[src/sv/bda_pkg.sv]
// ----------------------------------------------------------------------------
// Button debounce package
// Shared widths, register indexes and reset values for the debounce block.
// ----------------------------------------------------------------------------
`default_nettype none

package bda_pkg;

    // Default number of buttons handled side by side.
    localparam int NUM_BUTTONS_DEF = 4;

    // Millisecond time base and register widths.
    localparam int TIME_W     = 32;
    localparam int DEBOUNCE_W = 10;
    localparam int REPEAT_W   = 16;
    localparam int CFG_IDX_W  = 2;
    localparam int CFG_DATA_W = 16;

    // Register indexes on the configuration channel.
    typedef enum logic [CFG_IDX_W-1:0] {
        CFG_DEBOUNCE_MS     = 2'd0,
        CFG_FIRST_REPEAT_MS = 2'd1,
        CFG_NEXT_REPEAT_MS  = 2'd2
    } cfg_index_t;

    // Register values after reset.
    localparam logic [DEBOUNCE_W-1:0] DEBOUNCE_RST     = 10'd20;
    localparam logic [REPEAT_W-1:0]   FIRST_REPEAT_RST = 16'd500;
    localparam logic [REPEAT_W-1:0]   NEXT_REPEAT_RST  = 16'd150;

endpackage : bda_pkg

`default_nettype wire

[src/sv/button_debounce_auto_repeat_top.sv]
// ----------------------------------------------------------------------------
// Button debounce with auto-repeat
// Samples raw active-low button levels on millisecond ticks, debounces them
// and emits press, release and auto-repeat flags for every tick.
// ----------------------------------------------------------------------------
//
//  Channel | Handshake             | Words
//  --------+-----------------------+-------------------------------------------
//  in      | in_valid / in_stall   | button_levels, one tick per word
//  out     | out_valid / out_stall | just_pressed, just_released, pressed_now
//  cfg     | cfg_valid / cfg_ready | cfg_index, cfg_data (cfg_ready always high)
//
//  A tick word passes an input register and a result register; one word is
//  taken every cycle while the result side does not stall.
//  The per-button update is a 32-bit add and compare between the two stages.
//  Reset clears the millisecond counter, the sample and pressed state and
//  restores the register defaults. A stall on the result side holds the
//  result register and backs up into the input register before in_stall rises.
//
`default_nettype none

module button_debounce_auto_repeat_top
    import bda_pkg::*;
#(
    parameter int NUM_BUTTONS = NUM_BUTTONS_DEF
)
(
    input  wire logic                   clk,
    input  wire logic                   rst_n,

    input  wire logic                   in_valid,
    output      logic                   in_stall,
    input  wire logic [NUM_BUTTONS-1:0] button_levels,

    output      logic                   out_valid,
    input  wire logic                   out_stall,
    output      logic [NUM_BUTTONS-1:0] just_pressed,
    output      logic [NUM_BUTTONS-1:0] just_released,
    output      logic [NUM_BUTTONS-1:0] pressed_now,

    input  wire logic                   cfg_valid,
    output      logic                   cfg_ready,
    input  wire logic [CFG_IDX_W-1:0]   cfg_index,
    input  wire logic [CFG_DATA_W-1:0]  cfg_data
);

    // Configuration registers.
    logic [DEBOUNCE_W-1:0] debounce_ms_reg;
    logic [REPEAT_W-1:0]   first_repeat_ms_reg;
    logic [REPEAT_W-1:0]   next_repeat_ms_reg;

    // Pipeline control and payload.
    logic                   s1_valid_reg;
    logic [NUM_BUTTONS-1:0] s1_levels_reg;
    logic                   out_valid_reg;
    logic [NUM_BUTTONS-1:0] just_pressed_reg;
    logic [NUM_BUTTONS-1:0] just_released_reg;
    logic                   out_load;
    logic                   advance;

    // Debounce state.
    logic [TIME_W-1:0]      time_now_reg;
    logic [TIME_W-1:0]      last_sample_reg;
    logic [NUM_BUTTONS-1:0] prev_sample_reg;
    logic [NUM_BUTTONS-1:0] pressed_reg;
    logic [TIME_W-1:0]      deadline_reg [NUM_BUTTONS];

    logic [TIME_W-1:0]      last_sample_next;
    logic [NUM_BUTTONS-1:0] prev_sample_next;
    logic [NUM_BUTTONS-1:0] pressed_next;
    logic [TIME_W-1:0]      deadline_next [NUM_BUTTONS];
    logic [NUM_BUTTONS-1:0] just_pressed_next;
    logic [NUM_BUTTONS-1:0] just_released_next;

    logic                   sample_tick;
    logic [TIME_W:0]        sample_due;
    logic [TIME_W-1:0]      now_plus_first;
    logic [TIME_W-1:0]      now_plus_next;

    // Configuration writes are always taken.
    assign cfg_ready = 1'b1;

    always_ff @(posedge clk or negedge rst_n)
    begin
        if (!rst_n)
        begin
            debounce_ms_reg     <= DEBOUNCE_RST;
            first_repeat_ms_reg <= FIRST_REPEAT_RST;
            next_repeat_ms_reg  <= NEXT_REPEAT_RST;
        end
        else if (cfg_valid)
        begin
            unique case (cfg_index)
                CFG_DEBOUNCE_MS:     debounce_ms_reg     <= cfg_data[DEBOUNCE_W-1:0];
                CFG_FIRST_REPEAT_MS: first_repeat_ms_reg <= cfg_data[REPEAT_W-1:0];
                CFG_NEXT_REPEAT_MS:  next_repeat_ms_reg  <= cfg_data[REPEAT_W-1:0];
                default:             ;
            endcase
        end
    end

    // Handshake: the result register loads when empty or being taken.
    assign out_load = !out_valid_reg || !out_stall;
    assign advance  = s1_valid_reg && out_load;
    assign in_stall = s1_valid_reg && !out_load;

    always_ff @(posedge clk or negedge rst_n)
    begin
        if (!rst_n)
        begin
            s1_valid_reg  <= 1'b0;
            out_valid_reg <= 1'b0;
        end
        else
        begin
            if (!in_stall)
            begin
                s1_valid_reg <= in_valid;
            end
            if (out_load)
            begin
                out_valid_reg <= s1_valid_reg;
            end
        end
    end

    always_ff @(posedge clk)
    begin
        if (in_valid && !in_stall)
        begin
            s1_levels_reg <= button_levels;
        end
    end

    // Sampling test. After a counter wrap the last sample time is pulled
    // back to now, so only a zero debounce period samples on that tick.
    assign sample_due = {1'b0, last_sample_reg}
                      + {{(TIME_W + 1 - DEBOUNCE_W){1'b0}}, debounce_ms_reg};

    always_comb
    begin
        if (time_now_reg < last_sample_reg)
        begin
            sample_tick = (debounce_ms_reg == '0);
        end
        else
        begin
            sample_tick = (sample_due <= {1'b0, time_now_reg});
        end
    end

    assign now_plus_first = time_now_reg
                          + {{(TIME_W - REPEAT_W){1'b0}}, first_repeat_ms_reg};
    assign now_plus_next  = time_now_reg
                          + {{(TIME_W - REPEAT_W){1'b0}}, next_repeat_ms_reg};

    // Per-button debounce, press, release and auto-repeat update.
    always_comb
    begin
        last_sample_next   = (time_now_reg < last_sample_reg) ? time_now_reg
                                                              : last_sample_reg;
        prev_sample_next   = prev_sample_reg;
        pressed_next       = pressed_reg;
        just_pressed_next  = '0;
        just_released_next = '0;
        for (int i = 0; i < NUM_BUTTONS; i++)
        begin
            deadline_next[i] = deadline_reg[i];
        end

        if (sample_tick)
        begin
            last_sample_next = time_now_reg;
            prev_sample_next = s1_levels_reg;
            for (int i = 0; i < NUM_BUTTONS; i++)
            begin
                if (s1_levels_reg[i] == prev_sample_reg[i])
                begin
                    if (!pressed_reg[i] && !s1_levels_reg[i])
                    begin
                        just_pressed_next[i] = 1'b1;
                        deadline_next[i]     = now_plus_first;
                    end
                    else if (pressed_reg[i] && s1_levels_reg[i])
                    begin
                        just_released_next[i] = 1'b1;
                        deadline_next[i]      = '0;
                    end
                    pressed_next[i] = !s1_levels_reg[i];
                    if (!s1_levels_reg[i] && (deadline_next[i] < time_now_reg))
                    begin
                        just_pressed_next[i] = 1'b1;
                        deadline_next[i]     = now_plus_next;
                    end
                end
            end
        end
    end

    // State and result update, once per tick word that moves forward.
    always_ff @(posedge clk or negedge rst_n)
    begin
        if (!rst_n)
        begin
            time_now_reg    <= '0;
            last_sample_reg <= '0;
            prev_sample_reg <= '0;
            pressed_reg     <= '0;
            for (int i = 0; i < NUM_BUTTONS; i++)
            begin
                deadline_reg[i] <= '0;
            end
        end
        else if (advance)
        begin
            time_now_reg    <= time_now_reg + TIME_W'(1);
            last_sample_reg <= last_sample_next;
            prev_sample_reg <= prev_sample_next;
            pressed_reg     <= pressed_next;
            for (int i = 0; i < NUM_BUTTONS; i++)
            begin
                deadline_reg[i] <= deadline_next[i];
            end
        end
    end

    always_ff @(posedge clk)
    begin
        if (advance)
        begin
            just_pressed_reg  <= just_pressed_next;
            just_released_reg <= just_released_next;
        end
    end

    // The pressed state register always matches the latest result word.
    assign out_valid     = out_valid_reg;
    assign just_pressed  = just_pressed_reg;
    assign just_released = just_released_reg;
    assign pressed_now   = pressed_reg;

    // A button is never reported pressed and released in one word.
    a_no_press_and_release: assert property (@(posedge clk) disable iff (!rst_n)
        out_valid |-> ((just_pressed & just_released) == '0))
        else $error("press and release flagged together");

    // A press flag implies the button reads pressed, a release flag that it does not.
    a_flags_match_state: assert property (@(posedge clk) disable iff (!rst_n)
        out_valid |-> (((just_pressed & ~pressed_now) == '0)
                    && ((just_released & pressed_now) == '0)))
        else $error("flags disagree with pressed state");

    // The millisecond counter moves by one for each tick word passed on.
    a_time_step: assert property (@(posedge clk) disable iff (!rst_n)
        advance |=> (time_now_reg == $past(time_now_reg) + TIME_W'(1)))
        else $error("millisecond counter did not step");

    // Back-pressure reaches the input only when the input register is full.
    a_stall_only_full: assert property (@(posedge clk) disable iff (!rst_n)
        in_stall |-> (s1_valid_reg && out_valid_reg))
        else $error("input stalled with room in the pipeline");

endmodule : button_debounce_auto_repeat_top

`default_nettype wire

[config.mk]
export PLATFORM = sky130hd
export DESIGN_NAME = button_debounce_auto_repeat_top
export DESIGN_NICKNAME = d
export VERILOG_FILES = /design/src/sv/bda_pkg.sv /design/src/sv/button_debounce_auto_repeat_top.sv
export SDC_FILE = /design/constraint.sdc
export NUM_CORES = 1
export LEC_CHECK = 0
export BUFFER_PORTS_ARGS = -buffer_cell sky130_fd_sc_hd__buf_4
export CAP_MARGIN = 20
export CELL_PAD_IN_SITES_DETAIL_PLACEMENT = 1
export CELL_PAD_IN_SITES_GLOBAL_PLACEMENT = 1
export CORE_ASPECT_RATIO = 1.2
export CORE_MARGIN = 2
export CORE_UTILIZATION = 46
export CTS_CLUSTER_SIZE = 12
export DETAILED_ROUTE_END_ITERATION = 16
export PLACE_DENSITY = 0.76
export SYNTH_ARGS = -nofsm -noshare
export SYNTH_HDL_FRONTEND = slang
export SYNTH_SLANG_ARGS = --single-unit
[constraint.sdc]
create_clock -name clk -period 7.2 [get_ports clk]
set_clock_uncertainty 0.2 [all_clocks]
set_input_delay 1.08 -clock clk [delete_from_list [all_inputs] [get_ports clk]]
set_output_delay 1.08 -clock clk [all_outputs]
set_load 0.01 [all_outputs]
# Word level (Yosys, flattened, before mapping)
# Cells that the tools add are included.
[totals]
reg_bits = 256
input_bits = 27
output_inout_bits = 15
wordCells = 129
[op_classes]
n_addsub = 4
magnitude_cmp = 6
n_eq_ne = 6
mux = 35
n_bitwise = 5
reduce_logical = 48
[ops]
columns = ["operator", "n"]
rows = [
  ["$mux W32", 22],
  ["$lt A32 B32 Y1", 5],
  ["$add A32 B16 Y32", 2],
  ["$add A32 B10 Y33", 1],
  ["$le A33 B32 Y1", 1],
  ["$add A32 B1 Y32 const B", 1],
  ["$reduce_and A2 Y1", 9],
  ["$logic_and A1 B1 Y1", 15],
  ["$mux W1", 13],
  ["$logic_not A1 Y1", 12],
  ["$reduce_and A3 Y1", 4],
  ["$reduce_or A3 Y1", 4],
  ["$logic_not A10 Y1", 1],
  ["$not A1 Y1", 5],
  ["$eq A1 B1 Y1", 4],
  ["$eq A2 B1 Y1 const B", 1],
  ["$eq A2 B2 Y1 const B", 1],
  ["$logic_not A2 Y1", 1],
  ["$reduce_bool A2 Y1", 1],
  ["$logic_or A1 B1 Y1", 1],
]

# Depth between registers and ports, before layout
# Gate-level depths: netlist of run 1.
[logic_depth]
word_depth = 8
mapped_depth = 23

# Worst setup path after synthesis of run 1
# Ideal clock, no wire load.
[synth_timing]
path_kind = "reg2reg"
startpoint = "register time_now_reg[0]"
endpoint = "register deadline_reg[114] in the netlist's numbering"
setup_ns = 0.122
arrival_time_ns = 4.708
path_slack_ns = 2.170
stages_incl_launch_ff = 21
n_path_buf = 2
period_less_slack_ns = 5.030
path_cell_list = "dfrtp_1 -> ha_1 -> inv_1 -> fa_1 -> nand2b_1 -> a21oi_1 -> o211ai_1 -> a31oi_2 -> a31oi_1 -> xnor2_1 -> o21ai_0 -> nand2_1 -> ha_1 -> and4_1 -> nand3_1 -> or3_1 -> o41ai_1 -> buf_2 -> buf_1 -> nand2_1 -> a32o_1"
[synth_between]
elab_chain_len = 7
word_cells_on_any_way = 12
cone_classes = "add/sub: 2; order compare: 3; mux: 5; reduce/logical: 2"
[synth_rtl]
columns = ["item", "line", "rtl"]
rows = [
  ["start, declared", "button_debounce_auto_repeat_top.sv:62", "logic [TIME_W-1:0] time_now_reg;"],
  ["start signal, assigned", "button_debounce_auto_repeat_top.sv:216", "time_now_reg <= time_now_reg + TIME_W'(1);"],
  ["$add A32 B16 Y32", "button_debounce_auto_repeat_top.sv:153", "+ {{(TIME_W - REPEAT_W){1'b0}}, first_repeat_ms_reg};"],
  ["$mux W32", "button_debounce_auto_repeat_top.sv:179", "if (!pressed_reg[i] && !s1_levels_reg[i])"],
  ["$mux W32", "button_debounce_auto_repeat_top.sv:177", "if (s1_levels_reg[i] == prev_sample_reg[i])"],
  ["$mux W32", "button_debounce_auto_repeat_top.sv:171", "if (sample_tick)"],
  ["$lt A32 B32 Y1", "button_debounce_auto_repeat_top.sv:190", "if (!s1_levels_reg[i] && (deadline_next[i] < time_now_reg))"],
  ["$logic_and A1 B1 Y1", "button_debounce_auto_repeat_top.sv:190", ""],
  ["$mux W32", "button_debounce_auto_repeat_top.sv:190", ""],
  ["end signal, assigned by index", "button_debounce_auto_repeat_top.sv:222", "deadline_reg[i] <= deadline_next[i];"],
  ["end, declared", "button_debounce_auto_repeat_top.sv:66", "logic [TIME_W-1:0] deadline_reg [NUM_BUTTONS];"],
]
# Parallel ways exist; a longest one is shown, timed or not. The select of a mux whose other input is x is not followed.
# A chain may end at the register's enable or synchronous reset.

# Final worst setup path of run 1
[layout_timing]
startpoint = "register time_now_reg[1]"
endpoint = "register deadline_reg[121] in the netlist's numbering"
# The elaborated chain is that of the path after synthesis.

==> results of run 1 <==
## per-stage QoR
stage                      util  instances
final                     0.518       3019
after global routing      0.518       3018
after CTS                 0.517       3016
after detailed placement  0.490       2956
after global placement    0.490       2956
after floorplan               -       2413
## final timing paths
| kind | cells past startpoint | to | slack (ns) | startpoint |
|---|---|---|---|---|
| setup / recovery | 20 | deadline_reg[121] | 0.33 | time_now_reg[1] |
| hold / removal | 2 | deadline_reg[95] | 0.28 | deadline_reg[95] |
| setup reg to reg | 20 | deadline_reg[121] | 0.33 | time_now_reg[1] |
| hold reg to reg | 2 | deadline_reg[95] | 0.28 | deadline_reg[95] |
| max in group asynchronous | 2 | last_sample_reg[6] | 5.00 | rst_n |
| min in group asynchronous | 1 | last_sample_reg[31] | 0.33 | rst_n |
## power groups by stage
stage	combinational [mW]	clock (mW)	sequential (mW)
2_1_floorplan	2.72	0	2.13
3_3_place_gp	3.96	0	2.20
3_5_place_dp	4.13	0	2.23
4_1_cts	4.18	1.90	2.21
5_1_grt	4.66	1.95	2.27
6_report	4.25	1.88	2.22
## synthesized netlist by cell type, types with 6 or more instances
master / number
nand2_1: 358
o21ai_0: 354
dfrtp_1: 232
ha_1: 230
nor2_1: 122
a21oi_1: 121
xnor2_1: 104
inv_1: 94
mux2i_1: 85
clkbuf_1: 73
nand3_1: 60
o21a_1: 48
mux2_2: 46
nor3_1: 44
a21o_1: 31
nand4_1: 31
a22o_1: 23
a32o_1: 19
buf_2: 19
a31oi_1: 17
a2111oi_0: 15
nand2b_1: 15
xor2_1: 15
a211oi_1: 14
nor4_1: 14
o21ai_1: 14
and3_1: 12
dfstp_2: 12
edfxtp_1: 12
nor2b_1: 11
and2_1: 10
o211ai_1: 10
buf_4: 8
or2_2: 8
a211o_1: 7
o21bai_1: 7
o31a_1: 7
buf_1: 6
inv_2: 6
## layer usage
metal | up-vias | global-route usage | part of all wire | wire (µm)
li1 | 8766 | - | - | -
met1 | 9724 | 0.405 | 0.40 | 31600
met2 | 626 | 0.600 | 0.49 | 38800
met3 | 261 | 0.0520 | 0.047 | 3740
met4 | 0 | 0.206 | 0.068 | 5420
met5 | - | 0 | 0 | 0
## kinds of logic after synthesis
| kind of cell | synth area share |
|---|---|
| buffers and inverters | 0.0439 |
| XOR/XNOR | 0.0508 |
| adder cells (fa/ha/maj) | 0.143 |
| flip-flops | 0.316 |
| AND/OR/NAND/NOR | 0.158 |
| AO/OA/AOI/OAI | 0.218 |
| multiplexers | 0.0697 |
| other | 0.000183 |
## cell type report
type / instances / area [µm²] / area share
Clock buffer: 46 / 987 / 0.0434
Sequential cell: 256 / 6480 / 0.285
Tap cell: 559 / 699 / 0.0307
Antenna cell: 1 / 2.50 / 0.000110
Clock inverter: 14 / 220 / 0.00967
Timing Repair Buffer: 99 / 796 / 0.0350
Inverter: 102 / 383 / 0.0168
Multi-Input combinational cell: 1942 / 13200 / 0.580
## worst register-to-register path, stage by stage (launching register included)
cell and delay (ns):
dfrtp_1 0.47, inv_1 0.29, fa_1 0.51, nand2b_1 0.18, a21oi_1 0.32, o211ai_1 0.23, a31oi_2 0.52, a31oi_1 0.21
xnor2_1 0.65, o21ai_0 0.23, nand2_1 0.12, ha_1 0.12, and4_1 0.26, nand3_1 0.17, or3_1 0.46, a21oi_1 0.21
a211oi_1 0.13, o41ai_2 0.11, clkinv_1 0.80, a21oi_1 0.42, a22o_1 0.18
==> results.cfg, run 1 <==
[yosys]
synthesis.nets = 2673
postSynthAreaPerCell_um2 = 8.50
yosysWarningCount = 0
ys_seq_elements = 256
yosysSeqAreaShare = 0.316
yosysUniqueCellTypes = 82
netlist.area_leader.share = 0.283
syn_area_um2 = 20500
syn-instance-count = 2413
synth-edff-count = 12
ys_top_cells_by_area = dfrtp_1 (28%), ha_1 (14%), o21ai_0 (8.6%)
async_flop_share = 0.953
synthFlopType = dfrtp_1
yosys.area.top_type = dfrtp_1

[placement]
io_buffers = 40
place.gp.congestion = 0.940
post-dp-hpwl_mm = 60.2
dpl_cell_area_um2 = 21500
preCtsSetupSlack_ns = 0.522

[sta]
period_needed_ns = 6.87
hold_slack_ns = 0.280
slew-limit-headroom = 0.236
drv_slew = 0
setup_viol = 0
finalSetupTns_ns = 0
fmax_ghz = 0.146
worst_pin_slew_ns = 1.14
finalHoldViolCount = 0
period_share = 0.954
rsz0062_at_grt = no
fin_ws_ns = 0.328

[clocking]
cts_tree = built
numClockSinks = 256
ctsResizeCount = 0
post-cts-setup-buffers = 0
cts_max_path_buffers = 3
cts_buffers = 34
postCtsHoldBufs = 0
insertion_delay_ns = 0.58
cts_max_level = 2
clk_transition_reported_paths_ns = 0.06
cts-root-buf = clkbuf_16

[global_route]
antenna_found_initial = 1
grt.overflow.total = 0
grt_max_degree = 104
grt.total_usage = 0.347
grt_pass1_wl_mm = 123
grt_pass1_vias = 20600

[drt]
drtIter0Drc = 1180
totalWireLength_mm = 79.6
drc_errors = 0
vias = 19400
routedWlPerCell_um = 26.4
dr.pass1.iters = 5
viasPerCell = 6.42
ant_nets = 0

[power_and_ir_drop]
p_int_mw = 4.57
total_leakage_power_nw = 10.3
combinationalPowerShare = 0.509
clock_power_share = 0.225
switchingPower_mw = 3.77
p_sw_frac = 0.452
power_mw = 8.34
seqPwrFrac = 0.266
irDropWorstVdd_uv = 234
power_density_nw_per_um2 = 366

[floorplanning]
die_y_um = 235
die_area_um2 = 46300
pin_count = 42
fp.dieW_um = 197
rows = 84
initial_core_util = 0.467
core_area_um2 = 43900

[layout]
drive_above_1_share = 0.107
num-fill-cells = 5214
stdcell_area_um2 = 22800
layout_commonest_cell = nand2_1
largest_register_ff_count = 128
syn_to_final_growth_pct = 11.0
mostFrequentLayoutCells = nand2_1 (358), o21ai_0 (354), dfrtp_1 (232)
nets = 2695

[worst_setup_path]
path_buf_inv = 2
cp.required_ns = 7.49
crit_path_cell_trace = inv_1, fa_1, nand2b_1, a21oi_1, o211ai_1, a31oi_2, a31oi_1, xnor2_1, o21ai_0, nand2_1, ha_1, and4_1, nand3_1, or3_1, a21oi_1, a211oi_1, o41ai_2, clkinv_1, a21oi_1, a22o_1
path_max_fanout = 18
critPathMaxStageDelay_ns = 0.80
crit_top_cell = a21oi_1
cp_slowest_cell = clkinv_1
path_class = register to register
end_kind = register
critical_path_arrival_ns = 7.16
cpLargestDelayFamily = compound AO/OA/AOI/OAI gates
worstSetupStartpointType = register

[status]
status = completed

[worst_hold_path]
hold_path_class = register to register

[flow_run]
maxCapViolCount = 0
(Power assumes the default switching activity.)
==> run 2: changes to the inputs <==
--- a/config.mk
+++ b/config.mk
@@ -14,7 +14,10 @@
 export CORE_UTILIZATION = 46
 export CTS_CLUSTER_SIZE = 12
 export DETAILED_ROUTE_END_ITERATION = 16
+export GPL_ROUTABILITY_DRIVEN = 0
 export PLACE_DENSITY = 0.76
+export RECOVER_POWER = 50
+export SETUP_SLACK_MARGIN = 0.5
 export SYNTH_ARGS = -nofsm -noshare
 export SYNTH_HDL_FRONTEND = slang
 export SYNTH_SLANG_ARGS = --single-unit
==> run 2 against run 1 <==
  * The run now ends with capacitance limit, slew limit left
  * Routed wire length up 1.2%
  * Global-route usage rose by 0.29 points
  * Register-to-register slack better by 0.35 ns
  * Core utilization fell by 0.39 points
  * Sequential share of layout area rose by 0.21 points
  * Die area unchanged
  * Critical path depth did not move
  * Maximum frequency grew 5.3%
  * Critical endpoint is now deadline_reg[11]
  * Largest cell class unchanged
==> results.cfg, run 2 (synthesis results as in run 1) <==
[status]
status = complete, but fails checks
violations = capacitance limit, slew limit

[clocking]
insertion_delay_ns = 0.58
cts_buffers = 34
cts_max_path_buffers = 3
numClockSinks = 256
cts_tree = built
cts-root-buf = clkbuf_16
postCtsHoldBufs = 0
clk_transition_reported_paths_ns = 0.06
cts_max_level = 2

[sta]
rsz0062_at_grt = no
period_needed_ns = 6.53
fmax_ghz = 0.153
worst_pin_slew_ns = 4.26
slew-limit-headroom = -1.84
finalHoldViolCount = 0
setup_viol = 0
hold_slack_ns = 0.279
finalSetupTns_ns = 0
period_share = 0.906
drv_slew = 94

[layout]
syn_to_final_growth_pct = 10.2
regArea_um2 = 6480
nets = 2689
num-fill-cells = 5225
utilization = 0.514
largest_register_ff_count = 128
multi_input_area_um2 = 13200
drive_above_1_share = 0.102
fin_cells = 3012
mostFrequentLayoutCells = nand2_1 (358), o21ai_0 (354), dfrtp_1 (232)
layout_commonest_cell = nand2_1
antenna-diode-count = 0

[drt]
totalWireLength_mm = 80.6
viasPerCell = 6.47
ant_nets = 0
drc_errors = 0
dr.pass1.iters = 6
vias = 19500
routedWlPerCell_um = 26.7
drtIter0Drc = 1185

[floorplanning]
initial_core_util = 0.467
die_y_um = 235
pin_count = 42
fp.dieW_um = 197
core_area_um2 = 43900
die_area_um2 = 46300
rows = 84

[worst_setup_path]
cp.required_ns = 7.49
startpoint = time_now_reg[3]
reg2reg_depth = 20
path_class = register to register
crit_path_cell_trace = ha_1, o21ai_0, o211ai_1, nand4_1, a21oi_1, buf_4, o21ai_0, xnor2_1, nor2_1, o21ai_0, buf_4, ha_1, a21oi_1, o22ai_1, o41a_1, a211o_1, a21oi_4, buf_4, mux2_2, o21ai_0
crit_top_cell = o21ai_0
crit_cells = 20
path_buf_inv = 3
path_max_fanout = 39
cpLargestDelayFamily = compound AO/OA/AOI/OAI gates
end_kind = register
r2r-start = time_now_reg[3]
cp_slowest_cell = xnor2_1
r2r_slack_ns = 0.67
critPathCapture = deadline_reg[11]
critPathMaxStageDelay_ns = 1.00
critical_path_arrival_ns = 6.81
worstSetupStartpointType = register
rr_endpoint = deadline_reg[11]

[global_route]
grt_max_degree = 172
grt_pass1_vias = 20700
antenna_found_initial = 1
grt.overflow.total = 0
grt_pass1_wl_mm = 124
grt.total_usage = 0.350

[placement]
post-dp-hpwl_mm = 59.5
io_buffers = 40
dp.cells = 2950

[power_and_ir_drop]
total_leakage_power_nw = 10.2
power_density_nw_per_um2 = 364
irDropWorstVdd_uv = 368

[worst_hold_path]
hold_path_class = register to register

[flow_run]
maxCapViolCount = 2
## run 2: final cells by class
class | instances | share of cell area
Clock inverter | 13 | 0.00626
Inverter | 102 | 0.0169
Clock buffer | 47 | 0.0425
Multi-Input combinational cell | 1942 | 0.585
Sequential cell | 256 | 0.287
Timing Repair Buffer | 93 | 0.0319
Tap cell | 559 | 0.0310
## run 2: how the worst min path moves through the flow
stage / startpoint / to / slack [ns] / depth (start not counted)
global placement: deadline_reg[115] / deadline_reg[115] / 0.25 / 2
detailed placement: deadline_reg[14] / deadline_reg[14] / 0.27 / 2
finish: deadline_reg[31] / deadline_reg[31] / 0.28 / 2
floorplan: deadline_reg[73] / deadline_reg[73] / 0.24 / 2
global route: deadline_reg[51] / deadline_reg[51] / 0.31 / 2
CTS: deadline_reg[117] / deadline_reg[117] / 0.28 / 2
## run 2: per-stage QoR
stage	setup slack (ns)	power, mW	area [µm²]
after floorplan	2.17	4.85	20500
after global placement	1.01	6.14	21500
after detailed placement	0.804	6.36	21500
after CTS	0.751	8.14	22600
after global routing	0.506	8.71	22600
final	0.674	8.22	22600
## run 2: worst min-delay path, stage by stage, from the launching register on
cell and delay (ns):
dfrtp_1 0.34, nand2_1 0.05, o21ai_0 0.06
## run 2: power breakdown
part	switching, mW	internal, mW
combinational	2.71	1.53
clock	0.724	1.01
sequential	0.367	1.88
## run 2: repair_timing
item,4_1_cts,5_1_grt
endpoints found under the hold margin,0,0
buffers inserted,0,0
gates resized for setup,0,1
endpoints found under the setup margin,0,1
## run 2: metal layers
layer | track usage | routed length [µm] | vias to the layer above
met5 | 0 | 18 | -
met2 | 0.575 | 37200 | 721
met4 | 0.250 | 6940 | 2
li1 | - | - | 8737
met3 | 0.0587 | 4820 | 327
met1 | 0.413 | 31500 | 9710
==> run 3: changes to the inputs <==
==> constraint.sdc (replaced) <==
create_clock -name clk -period 7.2 [get_ports clk]
set_clock_uncertainty 0.2 [all_clocks]
set_input_delay 1.44 -clock clk [delete_from_list [all_inputs] [get_ports clk]]
set_output_delay 1.44 -clock clk [all_outputs]
set_load 0.01 [all_outputs]
==> run 3 against run 2 <==
  * The flow still finishes with violations (capacitance limit, slew limit)
  * Global-route usage decreased by 0.15 points
  * Core utilization increased by 0.071 points
  * Sequential power about the same
  * First-iteration DRC count about the same
  * Maximum frequency increased by 3.1%
  * Register-to-register slack improved by 0.20 ns
  * Sequential share of layout area about the same
  * Die area unchanged
  * Total power increased by 1.1%
  * Count of clock-buffer cells in the layout increased by 5
  * Critical path depth decreased by 1
  * Critical path type unchanged
==> results.cfg, run 3 (synthesis results as in run 1) <==
[drt]
totalWireLength_mm = 79.5
vias = 19400
drc_errors = 0
viasPerCell = 6.44
ant_nets = 0
routedWlPerCell_um = 26.4
drtIter0Drc = 1184
dr.pass1.iters = 6

[worst_setup_path]
end_kind = register
path_max_fanout = 37
critical_path_arrival_ns = 6.64
cp.required_ns = 7.51
path_class = register to register
worstSetupStartpointType = register

[floorplanning]
rows = 84
die_area_um2 = 46300
die_y_um = 235
initial_core_util = 0.467
core_area_um2 = 43900
pin_count = 42
fp.dieW_um = 197

[clocking]
postCtsHoldBufs = 0
cts_buffers = 34
clk_transition_reported_paths_ns = 0.06
cts_max_path_buffers = 3
cts-root-buf = clkbuf_16
post-cts-setup-buffers = 0
insertion_delay_ns = 0.57
cts_max_level = 2
cts_tree = built
numClockSinks = 256

[sta]
rsz0062_at_grt = yes
period_share = 0.879
drv_slew = 269
period_needed_ns = 6.33
slew-limit-headroom = -1.01
fin_ws_ns = 0.870
setup_viol = 0
worst_pin_slew_ns = 3.02
finalHoldViolCount = 0
fmax_ghz = 0.158
finalSetupTns_ns = 0

[power_and_ir_drop]
irDropWorstVdd_uv = 231
power_density_nw_per_um2 = 367
total_leakage_power_nw = 10.2

[layout]
stdcell_area_um2 = 22600
num-fill-cells = 5234
mostFrequentLayoutCells = nand2_1 (358), o21ai_0 (354), dfrtp_1 (232)
drive_above_1_share = 0.0962
layout_commonest_cell = nand2_1
syn_to_final_growth_pct = 10.3
utilization = 0.515
nets = 2688
largest_register_ff_count = 128

[global_route]
grt_max_degree = 115
grt.overflow.total = 0
grt.total_usage = 0.348
antenna_found_initial = 1
grt_pass1_wl_mm = 124
grt_pass1_vias = 20700

[placement]
preCtsSetupSlack_ns = 0.786
io_buffers = 40
post-dp-hpwl_mm = 59.6
dpl_cell_area_um2 = 21500

[status]
status = complete, but fails checks
violations = capacitance limit, slew limit

[flow_run]
maxCapViolCount = 4

[worst_hold_path]
hold_path_class = register to register
run 3: changes by cell type in the layout (fill, tap and decap cells not counted), sizes merged:
cell,before,now
buf,82,69
diode,0,1
dlymetal6s2s,0,1
inv,101,100
clkinv,9,6
bufinv,2,5
clkbuf,58,74
clkinvlp,3,1
run 3: routing by layer:
metal	track usage	part of all wire	vias up	routed length, µm
met4	0.235	0.080	0	6360
met1	0.400	0.39	9668	31000
met3	0.0682	0.060	310	4740
met2	0.584	0.47	680	37400
li1	-	-	8748	-
met5	0	0	-	0
run 3: layout make-up:
class / instances / area [µm²] / area share
multi-input cells: 1942 / 13200 / 0.584
repair buffers: 92 / 668 / 0.0295
flip-flops and latches: 256 / 6480 / 0.286
inverters: 102 / 387 / 0.0171
clock inverters: 10 / 198 / 0.00874
clock buffers: 52 / 980 / 0.0433
diodes: 1 / 2.50 / 0.000111
well taps: 559 / 699 / 0.0309
run 3: final timing paths:
check | start | endpoint | slack [ns] | cells past startpoint
min in group asynchronous | rst_n | last_sample_reg[30] | 1.63 | 1
setup reg to reg | time_now_reg[0] | deadline_reg[113] | 0.87 | 19
max in group asynchronous | rst_n | deadline_reg[101] | 1.87 | 2
hold reg to reg | deadline_reg[115] | deadline_reg[115] | 0.28 | 2
hold / removal | deadline_reg[115] | deadline_reg[115] | 0.28 | 2
setup / recovery | time_now_reg[0] | deadline_reg[113] | 0.87 | 19
run 3: critical path, stage by stage, from the launching register on:
cell      delay, ns
dfrtp_1        0.51
ha_1           0.26
inv_1          0.07
fa_1           0.40
nand2b_1       0.19
a21oi_1        0.27
o211ai_1       0.21
a31oi_2        0.49
a31oi_1        0.21
xnor2_1        0.56
o21ai_0        0.23
nand2_1        0.10
ha_1           0.14
and4_1         0.24
nand3_1        0.14
or3_1          0.43
o41ai_2        0.51
buf_4          0.52
a21o_1         0.39
a22o_1         0.21
run 3: where the power goes:
group          total (mW)  switching (mW)  internal [mW]
sequential           2.25           0.376           1.88
combinational        4.21            2.69           1.52
clock                1.84           0.716           1.12
total                8.31            3.79           4.52
run 3: timing repair:
item | in CTS | in global routing
gates resized for setup | 0 | 2
endpoints found under the setup margin | 0 | 10
hold endpoints to repair | 0 | 0
run 3: metrics by stage:
| stage | instances | total power [mW] | hold slack, ns |
|---|---|---|---|
| after floorplan | 2413 | 4.85 | 0.243 |
| after global placement | 2948 | 6.14 | 0.255 |
| after detailed placement | 2949 | 6.37 | 0.264 |
| after CTS | 3011 | 8.25 | 0.277 |
| after global routing | 3013 | 8.83 | 0.304 |
| final | 3014 | 8.31 | 0.276 |
